--- config.mk ---
export PLATFORM = sky130hd
export DESIGN_NAME = angle_sensor_speed_estimator_unit
export DESIGN_NICKNAME = d
export VERILOG_FILES = /design/src/rtl/core/ases_pkg.sv /design/src/rtl/core/ases_cfg.sv /design/src/rtl/core/ases_div.sv /design/src/rtl/core/angle_sensor_speed_estimator_unit.sv
export SDC_FILE = /design/constraint.sdc
export NUM_CORES = 2
export LEC_CHECK = 0
export BUFFER_PORTS_ARGS = -buffer_cell sky130_fd_sc_hd__buf_2
export CORE_ASPECT_RATIO = 1.1
export CORE_UTILIZATION = 60
export CTS_CLUSTER_SIZE = 16
export DETAILED_ROUTE_END_ITERATION = 8
export PLACE_DENSITY = 0.88
export SYNTH_ARGS = -nofsm -noshare
export SYNTH_HDL_FRONTEND = slang
export SYNTH_SLANG_ARGS = --single-unit
--- constraint.sdc ---
create_clock -name clk -period 12.35 [get_ports clk]
set_clock_uncertainty 0.1 [all_clocks]
set_input_delay 1.235 -clock clk [delete_from_list [all_inputs] [get_ports clk]]
set_output_delay 1.235 -clock clk [all_outputs]
set_load 0.005 [all_outputs]
--- src/rtl/core/ases_pkg.sv ---
// Package for the angle sensor speed estimator.
// Holds sizes, constants, codes and payload structs; depends on nothing.
package ases_pkg;

	// Sensor resolution: a full turn is 2**ANGLE_BITS counts
	localparam int ANGLE_BITS = 12;
	localparam int DT_W       = 20;
	localparam int SPEED_W    = 32;
	localparam int POS_W      = 48;
	localparam int COUNT_W    = 32;
	localparam int ALPHA_W    = 16;
	localparam int APB_DW     = 64;
	localparam int APB_AW     = 4;

	// Signed step: range is plus/minus a half turn
	localparam int DELTA_W = ANGLE_BITS + 1;
	localparam logic signed [DELTA_W-1:0] HALF_TURN = DELTA_W'(1 << (ANGLE_BITS - 1));
	localparam logic signed [DELTA_W-1:0] TURN      = DELTA_W'(1 << ANGLE_BITS);

	// rpm in Q24.8 per count per microsecond: 60e6 * 256 / turn
	localparam logic [63:0] SPEED_K_FULL = 64'd15360000000 >> ANGLE_BITS;
	localparam int K_W = $clog2(SPEED_K_FULL + 64'd1);
	localparam logic [K_W-1:0] SPEED_K = K_W'(SPEED_K_FULL);

	// |step| never exceeds a half turn, so it fits in ANGLE_BITS
	localparam int MAG_W = ANGLE_BITS;
	localparam int QUO_W = MAG_W + K_W;

	// Filter product: unsigned alpha times signed 33-bit difference
	localparam int DIFF_W  = SPEED_W + 1;
	localparam int FPROD_W = ALPHA_W + 1 + DIFF_W;
	localparam int ADJ_W   = FPROD_W - ALPHA_W;
	localparam int SUM_W   = ADJ_W + 1;

	localparam logic signed [SPEED_W-1:0] SPEED_MAX = {1'b0, {(SPEED_W-1){1'b1}}};
	localparam logic signed [SPEED_W-1:0] SPEED_MIN = {1'b1, {(SPEED_W-1){1'b0}}};

	localparam logic [ALPHA_W-1:0] ALPHA_RESET = ALPHA_W'(3277);

	// Magnet state codes
	localparam logic [1:0] MAG_OK     = 2'd0;
	localparam logic [1:0] MAG_NONE   = 2'd1;
	localparam logic [1:0] MAG_STRONG = 2'd2;
	localparam logic [1:0] MAG_WEAK   = 2'd3;

	// Register index, taken from paddr[3]
	localparam logic REG_ALPHA  = 1'b0;
	localparam logic REG_OFFSET = 1'b1;

	typedef struct packed {
		logic [ANGLE_BITS-1:0] angle_count;
		logic                  read_ok;
		logic [1:0]            mag_code;
		logic [DT_W-1:0]       dt_us;
	} sample_t;

	typedef struct packed {
		logic signed [SPEED_W-1:0] speed_rpm;
		logic signed [POS_W-1:0]   position;
		logic                      sample_good;
		logic [COUNT_W-1:0]        sample_count;
	} result_t;

endpackage

--- src/rtl/core/ases_cfg.sv ---
// APB-style configuration registers: filter alpha and position offset.
// Depends on ases_pkg.
module ases_cfg (
	input  logic                          clk,
	input  logic                          arst_n,
	input  logic                          psel,
	input  logic                          penable,
	input  logic                          pwrite,
	input  logic [ases_pkg::APB_AW-1:0]   paddr,
	input  logic [ases_pkg::APB_DW-1:0]   pwdata,
	output logic [ases_pkg::APB_DW-1:0]   prdata,
	output logic                          pready,
	output logic [ases_pkg::ALPHA_W-1:0]  alpha,
	output logic signed [ases_pkg::POS_W-1:0] offset
);
	import ases_pkg::*;

	logic                    wr_en;
	logic                    reg_sel;
	logic [ALPHA_W-1:0]      alpha_q;
	logic signed [POS_W-1:0] offset_q;

	assign pready  = 1'b1;
	assign wr_en   = psel & penable & pwrite & pready;
	assign reg_sel = paddr[3];

	// Register writes
	always_ff @(posedge clk or negedge arst_n) begin
		if (!arst_n) begin
			alpha_q  <= ALPHA_RESET;
			offset_q <= '0;
		end else if (wr_en) begin
			unique case (reg_sel)
				REG_ALPHA:  alpha_q  <= pwdata[ALPHA_W-1:0];
				REG_OFFSET: offset_q <= pwdata[POS_W-1:0];
				default:    alpha_q  <= alpha_q;
			endcase
		end
	end

	// Read mux; offset is sign-extended to the bus width
	always_comb begin
		unique case (reg_sel)
			REG_ALPHA:  prdata = {{(APB_DW-ALPHA_W){1'b0}}, alpha_q};
			REG_OFFSET: prdata = {{(APB_DW-POS_W){offset_q[POS_W-1]}}, offset_q};
			default:    prdata = '0;
		endcase
	end

	assign alpha  = alpha_q;
	assign offset = offset_q;

endmodule

--- src/rtl/core/ases_div.sv ---
// Iterative restoring divider, one quotient bit per cycle.
// Unsigned QUO_W-bit dividend over DT_W-bit divisor; depends on ases_pkg.
module ases_div (
	input  logic                        clk,
	input  logic                        arst_n,
	input  logic                        start,
	input  logic [ases_pkg::QUO_W-1:0]  dividend,
	input  logic [ases_pkg::DT_W-1:0]   divisor,
	output logic                        done,
	output logic [ases_pkg::QUO_W-1:0]  quotient
);
	import ases_pkg::*;

	localparam int CNT_W = $clog2(QUO_W + 1);

	logic [CNT_W-1:0] cnt_q;
	logic             done_q;
	logic [DT_W-1:0]  rem_q;
	logic [DT_W-1:0]  dvs_q;
	logic [QUO_W-1:0] quo_q;
	logic [DT_W:0]    trial;
	logic [DT_W:0]    trial_sub;
	logic             fits;

	// Shift in the next dividend bit and try the subtract
	assign trial     = {rem_q, quo_q[QUO_W-1]};
	assign trial_sub = trial - {1'b0, dvs_q};
	assign fits      = (trial >= {1'b0, dvs_q});

	// Control: count down the quotient bits
	always_ff @(posedge clk or negedge arst_n) begin
		if (!arst_n) begin
			cnt_q  <= '0;
			done_q <= 1'b0;
		end else begin
			done_q <= 1'b0;
			if (start) begin
				cnt_q <= CNT_W'(QUO_W);
			end else if (cnt_q != '0) begin
				cnt_q <= cnt_q - CNT_W'(1);
				if (cnt_q == CNT_W'(1)) begin
					done_q <= 1'b1;
				end
			end
		end
	end

	// Datapath: remainder and quotient shift register
	always_ff @(posedge clk) begin
		if (start) begin
			rem_q <= '0;
			dvs_q <= divisor;
			quo_q <= dividend;
		end else if (cnt_q != '0) begin
			rem_q <= fits ? trial_sub[DT_W-1:0] : trial[DT_W-1:0];
			quo_q <= {quo_q[QUO_W-2:0], fits};
		end
	end

	assign done     = done_q;
	assign quotient = quo_q;

endmodule

--- src/rtl/core/angle_sensor_speed_estimator_unit.sv ---
// Angle sensor speed estimator, top level: sequencer, state and result register.
// Depends on ases_pkg, ases_cfg and ases_div.
//
//  channel   direction  handshake                  payload
//  sample    in         sample_valid/sample_ready  sample_t (angle, status, dt)
//  result    out        result_valid/result_ready  result_t (speed, position, count)
//  config    in         APB psel/penable/pready    alpha @0x0, offset @0x8
//
// A tracked sample passes, from accept to the next accept, through the accept,
// one multiply, the divide state (start, QUO_W = 34 quotient bits, done),
// a filter multiply, a filter add and the result load. Rejected and first
// samples go from the accept to the result load. sample_ready is high only
// in the idle state. Reset clears all estimator state. A stalled result holds
// its register; the sequencer waits in the done state until the register is free.
module angle_sensor_speed_estimator_unit (
	input  logic                          clk,
	input  logic                          arst_n,
	input  logic                          sample_valid,
	output logic                          sample_ready,
	input  ases_pkg::sample_t             sample,
	output logic                          result_valid,
	input  logic                          result_ready,
	output ases_pkg::result_t             result,
	input  logic                          psel,
	input  logic                          penable,
	input  logic                          pwrite,
	input  logic [ases_pkg::APB_AW-1:0]   paddr,
	input  logic [ases_pkg::APB_DW-1:0]   pwdata,
	output logic [ases_pkg::APB_DW-1:0]   prdata,
	output logic                          pready
);
	import ases_pkg::*;

	typedef enum logic [2:0] {
		S_IDLE,
		S_MUL,
		S_DIV,
		S_FMUL,
		S_FADD,
		S_DONE
	} state_t;

	state_t                    state_q;
	logic [ALPHA_W-1:0]        alpha;
	logic signed [POS_W-1:0]   offset;

	// Estimator state
	logic [ANGLE_BITS-1:0]     last_angle_q;
	logic signed [SPEED_W-1:0] speed_q;
	logic                      valid_q;
	logic signed [POS_W-1:0]   acc_q;
	logic [COUNT_W-1:0]        count_q;

	// Working registers
	logic [MAG_W-1:0]          mag_q;
	logic                      neg_q;
	logic [DT_W-1:0]           dt_q;
	logic [QUO_W-1:0]          prod_q;
	logic signed [SPEED_W-1:0] raw_q;
	logic signed [FPROD_W-1:0] fprod_q;
	logic                      div_start_q;
	logic                      result_valid_q;
	result_t                   result_q;

	logic                      accept;
	logic                      sample_ok;
	logic signed [DELTA_W-1:0] d_raw;
	logic signed [DELTA_W-1:0] d_wrap;
	logic [DELTA_W-1:0]        d_abs;
	logic                      div_done;
	logic [QUO_W-1:0]          quo;
	logic signed [SPEED_W-1:0] raw_sat;
	logic signed [DIFF_W-1:0]  diff;
	logic signed [FPROD_W-1:0] fprod_rnd;
	logic signed [ADJ_W-1:0]   adj;
	logic signed [SUM_W-1:0]   speed_sum;
	logic signed [SPEED_W-1:0] speed_new;
	logic                      out_free;
	logic                      load_result;

	ases_cfg u_cfg (
		.clk     (clk),
		.arst_n  (arst_n),
		.psel    (psel),
		.penable (penable),
		.pwrite  (pwrite),
		.paddr   (paddr),
		.pwdata  (pwdata),
		.prdata  (prdata),
		.pready  (pready),
		.alpha   (alpha),
		.offset  (offset)
	);

	ases_div u_div (
		.clk      (clk),
		.arst_n   (arst_n),
		.start    (div_start_q),
		.dividend (prod_q),
		.divisor  (dt_q),
		.done     (div_done),
		.quotient (quo)
	);

	assign sample_ready = (state_q == S_IDLE);
	assign accept       = sample_valid & sample_ready;
	assign sample_ok    = sample.read_ok &&
	                      (sample.mag_code != MAG_NONE) &&
	                      (sample.mag_code != MAG_STRONG);

	// Angle step, wrapped to a half turn (exactly a half turn is kept)
	always_comb begin
		d_raw = $signed({1'b0, sample.angle_count}) - $signed({1'b0, last_angle_q});
		priority if (d_raw > HALF_TURN) begin
			d_wrap = d_raw - TURN;
		end else if (d_raw < -HALF_TURN) begin
			d_wrap = d_raw + TURN;
		end else begin
			d_wrap = d_raw;
		end
		d_abs = d_wrap[DELTA_W-1] ? DELTA_W'(-d_wrap) : DELTA_W'(d_wrap);
	end

	// Negate the quotient for a positive step and saturate to 32 bits
	always_comb begin
		if (neg_q) begin
			raw_sat = (quo > QUO_W'(SPEED_MAX)) ? SPEED_MAX : SPEED_W'(quo);
		end else begin
			raw_sat = (quo > QUO_W'(SPEED_MAX) + QUO_W'(1)) ? SPEED_MIN
			                                               : SPEED_W'(-quo);
		end
	end

	// Low-pass filter: old + floor(alpha * (raw - old) / 2^16 + 0.5), saturated
	assign diff      = DIFF_W'(raw_q) - DIFF_W'(speed_q);
	assign fprod_rnd = fprod_q + FPROD_W'(32768);
	assign adj       = fprod_rnd[FPROD_W-1:ALPHA_W];
	assign speed_sum = SUM_W'(speed_q) + SUM_W'(adj);
	always_comb begin
		priority if (speed_sum > SUM_W'(SPEED_MAX)) begin
			speed_new = SPEED_MAX;
		end else if (speed_sum < SUM_W'(SPEED_MIN)) begin
			speed_new = SPEED_MIN;
		end else begin
			speed_new = speed_sum[SPEED_W-1:0];
		end
	end

	assign out_free    = !result_valid_q || result_ready;
	assign load_result = (state_q == S_DONE) && out_free;

	// Sequencer, estimator state and result register
	always_ff @(posedge clk or negedge arst_n) begin
		if (!arst_n) begin
			state_q        <= S_IDLE;
			last_angle_q   <= '0;
			speed_q        <= '0;
			valid_q        <= 1'b0;
			acc_q          <= '0;
			count_q        <= '0;
			div_start_q    <= 1'b0;
			result_valid_q <= 1'b0;
			mag_q          <= '0;
			neg_q          <= 1'b0;
			dt_q           <= '0;
			prod_q         <= '0;
			raw_q          <= '0;
			fprod_q        <= '0;
			result_q       <= '0;
		end else begin
			// Result valid: set on load, cleared when the transaction completes
			if (load_result) begin
				result_valid_q <= 1'b1;
			end else if (result_valid_q && result_ready) begin
				result_valid_q <= 1'b0;
			end
			unique case (state_q)
				S_IDLE: begin
					if (accept) begin
						if (!sample_ok) begin
							speed_q <= '0;
							valid_q <= 1'b0;
							state_q <= S_DONE;
						end else begin
							last_angle_q <= sample.angle_count;
							count_q      <= count_q + COUNT_W'(1);
							valid_q      <= 1'b1;
							if (valid_q) begin
								acc_q   <= acc_q + POS_W'(d_wrap);
								mag_q   <= d_abs[MAG_W-1:0];
								neg_q   <= d_wrap[DELTA_W-1];
								dt_q    <= (sample.dt_us == '0) ? DT_W'(1)
								                                : sample.dt_us;
								state_q <= S_MUL;
							end else begin
								speed_q <= '0;
								state_q <= S_DONE;
							end
						end
					end
				end
				S_MUL: begin
					prod_q      <= QUO_W'(mag_q) * QUO_W'(SPEED_K);
					div_start_q <= 1'b1;
					state_q     <= S_DIV;
				end
				S_DIV: begin
					div_start_q <= 1'b0;
					if (div_done) begin
						raw_q   <= raw_sat;
						state_q <= S_FMUL;
					end
				end
				S_FMUL: begin
					fprod_q <= FPROD_W'($signed({1'b0, alpha})) * FPROD_W'(diff);
					state_q <= S_FADD;
				end
				S_FADD: begin
					speed_q <= speed_new;
					state_q <= S_DONE;
				end
				S_DONE: begin
					if (out_free) begin
						result_q.speed_rpm    <= speed_q;
						result_q.position     <= acc_q - offset;
						result_q.sample_good  <= valid_q;
						result_q.sample_count <= count_q;
						state_q               <= S_IDLE;
					end
				end
				default: state_q <= S_IDLE;
			endcase
		end
	end

	assign result_valid = result_valid_q;
	assign result       = result_q;

	// A rejected sample always reports zero speed
	a_reject_zero: assert property (@(posedge clk) disable iff (!arst_n)
		result_valid && !result.sample_good |-> result.speed_rpm == '0)
		else $error("rejected sample reports nonzero speed");

	// Each usable sample bumps the count by exactly one
	a_count_step: assert property (@(posedge clk) disable iff (!arst_n)
		accept && sample_ok |=> count_q == $past(count_q) + COUNT_W'(1))
		else $error("sample count did not advance");

	// The divider only finishes while the sequencer waits for it
	a_div_done_state: assert property (@(posedge clk) disable iff (!arst_n)
		div_done |-> state_q == S_DIV)
		else $error("divider done outside divide state");

endmodule

==> summary.md <==
| Metric | Value |
|---|---|
| CP delay by family, top | adder cells |
| Die X | 286 um |
| Max H-tree Level | 2 |
| Count of cell types in the netlist | 85 |
| Post-synth top area share | 21.2% |
| Vias per std cell | 5.94 |
| Setup crit start kind | flop |
| CP startpoint | speed_q[0]$_DFFE_PN0P_ |
| CTS sink count | 518 |
| Hold buffers post-CTS | 0 |
| First-pass GRT wire length | 227 mm |
| Hold_sp | dt_q[8]$_DFFE_PN0P_ |
| Buffers & Inverters on Critical Path | 4 |
| Final Critical Period | 10,570 ps |
| Initial antenna violation count | 5 |
| CTS-repair resized insts | 0 |
| Cell accounting for the most synthesized area | fa_1 |
| Post-synth ARST share | 85.7% |
| Dpl hpwl | 106 mm |
| Utilization after layout | 65.6% |
| CTS tree | done |
| Final hold slack | 347 ps |
| 1st-iter DRT viols | 3,457 |
| Share of layout cells above drive strength 1 | 9.77% |
| Gr usage total | 31.4% |
| Final WL | 138 mm |
| Clock latency on the worst-skew pair | 700 ps |
| Post-synth top flop | dfrtp_1 |
| CTS buffer count | 55 |
| Router iterations before antenna repair | 8 |
| Clock-pin slew on the worst setup and hold paths | 60 ps |
| CP endpoint kind | flop |
| IO buf count | 269 |
| Final GP Congestion | 0.937 |
| Achievable frequency | 94.6 MHz |
| Drt wl/cell | 19.0 um |
| Fillcell total | 6,807 |
| Reg-to-Reg Start | speed_q[0]$_DFFE_PN0P_ |
| Post-Syn Nets | 7,033 |
| Synthesized cell area | 53,300 um^2 |
| Max incr delay on CP | 810 ps |
| # DRC | 0 |
| CP Class | reg2reg |
| Clk root buf | clkbuf_16 |
| Most frequent CP cell | fa_1 |
| Core area | 87,900 um^2 |
| Starting Density | 60.7% |
| Die area | 90,000 um^2 |
| Final Hold Viols | 0 |
| Syn Area/Cell | 8.95 um^2 |
| Worst min path class | reg2reg |
| Number of global-route vias before repair | 44.8k |
| Vias | 43.2k |
| Worst Path Max Fanout | 16 |
| Fin crit share | 85.6% |
| Post-synthesis register bit count | 518 |
| Status | finished clean |
| Synth top area cells | fa_1 (21%), dfrtp_1 (21%), ha_1 (9.4%), nand2_1 (6.3%), inv_1 (6.1%) |
| Inst Count DP | 7,165 |
| Overflow after GRT | 0 |
| Final nets | 7,138 |
| Flop2flop setup slack | 1780 ps |
| Hold path cells | 0 |
| Final ANT Viol Nets | 0 |
| Cells on worst reg2reg path | 32 |
| # IOs | 290 |
| CP required | 12,720 ps |
| Setup TNS | 0 ps |
| Area Overhead vs Synth | 8.20% |
| Die Ht | 315 um |
| Arr. time, crit path | 10,940 ps |
| Max Cap Violations | 0 |
| Worst path depth | 32 |
| Post-CTS Setup Bufs | 0 |
| Pin count of the biggest net entering global routing | 158 |
| Warnings from Yosys | 0 |
| Cell count after synthesis | 5,957 |
| Row count | 114 |
| Highest-delay cell along the critical path | xor2_2 |
| Final setup fails | 0 |
| EDFF count, synth | 54 |
| Relative slew margins | 22.2% |
| RSZ-0062 raised after global routing | no |
| Clk buf depth | 3 |
| Slew @ Worst Pin | 1160 ps |
| Final Max Slew Viols | 0 |
| Seq/Total Area, Yosys | 24.7% |
| Finished Layout Cells | 7,270 |
Yosys cell counts, types with 29 or more instances:
master,instances
nor2_1,215
o21ai_0,361
clkbuf_1,235
nand2b_1,32
dfrtp_1,437
and2_1,229
nand2_1,889
a31oi_1,36
mux2_2,113
nor3_1,64
a221o_1,32
inv_1,862
edfxtp_1,54
ha_1,402
xor2_1,115
nand3_1,97
a21oi_1,257
nor2b_1,46
and3_1,61
fa_1,564
a211oi_1,29
o21bai_1,35
o21a_1,42
xnor2_1,181
a21o_1,157
nand4_1,49
cell usage in the layout, fill, tap and decap left out, types with 46 or more instances in the layout:
cell and n:
ha_1 402, clkbuf_16 56, nor3_1 64, o21ai_0 360
nor2b_1 46, mux2_2 113, buf_4 50, buf_2 268
a21oi_1 257, nand2_1 887, xnor2_1 172, edfxtp_1 54
inv_1 862, and3_1 61, and2_1 229, dfrtp_1 435
nor2_1 214, a21o_1 157, nand3_1 96, nand4_1 49
xor2_1 110, fa_1 564
kinds of logic (layout without fill, tap and decap cells):
| group | after synthesis | after routing | synth area share (%) |
|---|---|---|---|
| AOI/OAI and AO/OA | 1121 | 1121 | 13.3 |
| xor gates and xnor gates | 296 | 296 | 4.86 |
| adders and majority gates | 966 | 966 | 30.6 |
| buffers and inverters | 1135 | 1287 | 8.14 |
| DFF | 518 | 518 | 24.7 |
| muxes | 123 | 123 | 2.58 |
| other | 1 | 2 | 0.00704 |
| and+or+nand+nor | 1797 | 1797 | 15.9 |
worst register-to-register path, delay by kind of cell (launching register included):
family / cells / cell delay (ps)
adders and majority gates: 9 / 4100
AOI/OAI and AO/OA: 12 / 3240
and+or+nand+nor: 5 / 1150
xor gates and xnor gates: 1 / 810
DFF: 1 / 610
buffers and inverters: 4 / 190
muxes: 1 / 160
per-stage QoR:
step / worst slack (ps) / area, um^2
global placement: 2140 / 55600
detailed placement: 1930 / 55600
global route: 1270 / 57700
CTS: 1850 / 57700
finish: 1780 / 57700
floorplan: 3520 / 53300
routing by layer:
metal  wire length (um)  GRT usage [%]
met1              51900           37.4
met2              68400           53.9
met3               9650           5.07
met4               8360           17.6
met5                 63              0
path summary, 6_finish.rpt:
check | to
worst max-delay path | fprod_q[48]$_DFFE_PN0N_
worst min-delay path | u_div.dvs_q[8]$_DFFE_PP_
worst max register to register | fprod_q[48]$_DFFE_PN0N_
worst min register to register | u_div.dvs_q[8]$_DFFE_PP_
max in group asynchronous | u_cfg.offset[29]$_DFFE_PN0P_
min in group asynchronous | result[92]$_DFFE_PN0P_
flip-flops by register name, summed over array words and instances, names as in the netlist, 3 cells and up:
name,count
result,113
acc_q,48
u_cfg.offset,48
fprod_q,35
u_div.quotient,34
count_q,32
raw_q,32
speed_q,32
prod_q,30
dt_q,20
u_div.dvs_q,20
u_div.rem_q,20
u_cfg.alpha,16
last_angle_q,12
mag_q,12
u_div.cnt_q,6
state_q,3
layout make-up:
type / count / area [um^2] / area share, %
Timing Repair Buffer: 321 / 1770 / 3.07
Inverter: 862 / 3240 / 5.61
Clock inverter: 35 / 548 / 0.950
Clock buffer: 69 / 1520 / 2.64
Antenna cell: 1 / 2.50 / 0.00434
Sequential cell: 518 / 13100 / 22.8
Tap cell: 1160 / 1450 / 2.52
Multi-Input combinational cell: 4304 / 36000 / 62.4
Power is left out: the tool's default activity adds up to more than one toggle a clock period on the data nets, which glitch-free logic cannot reach.
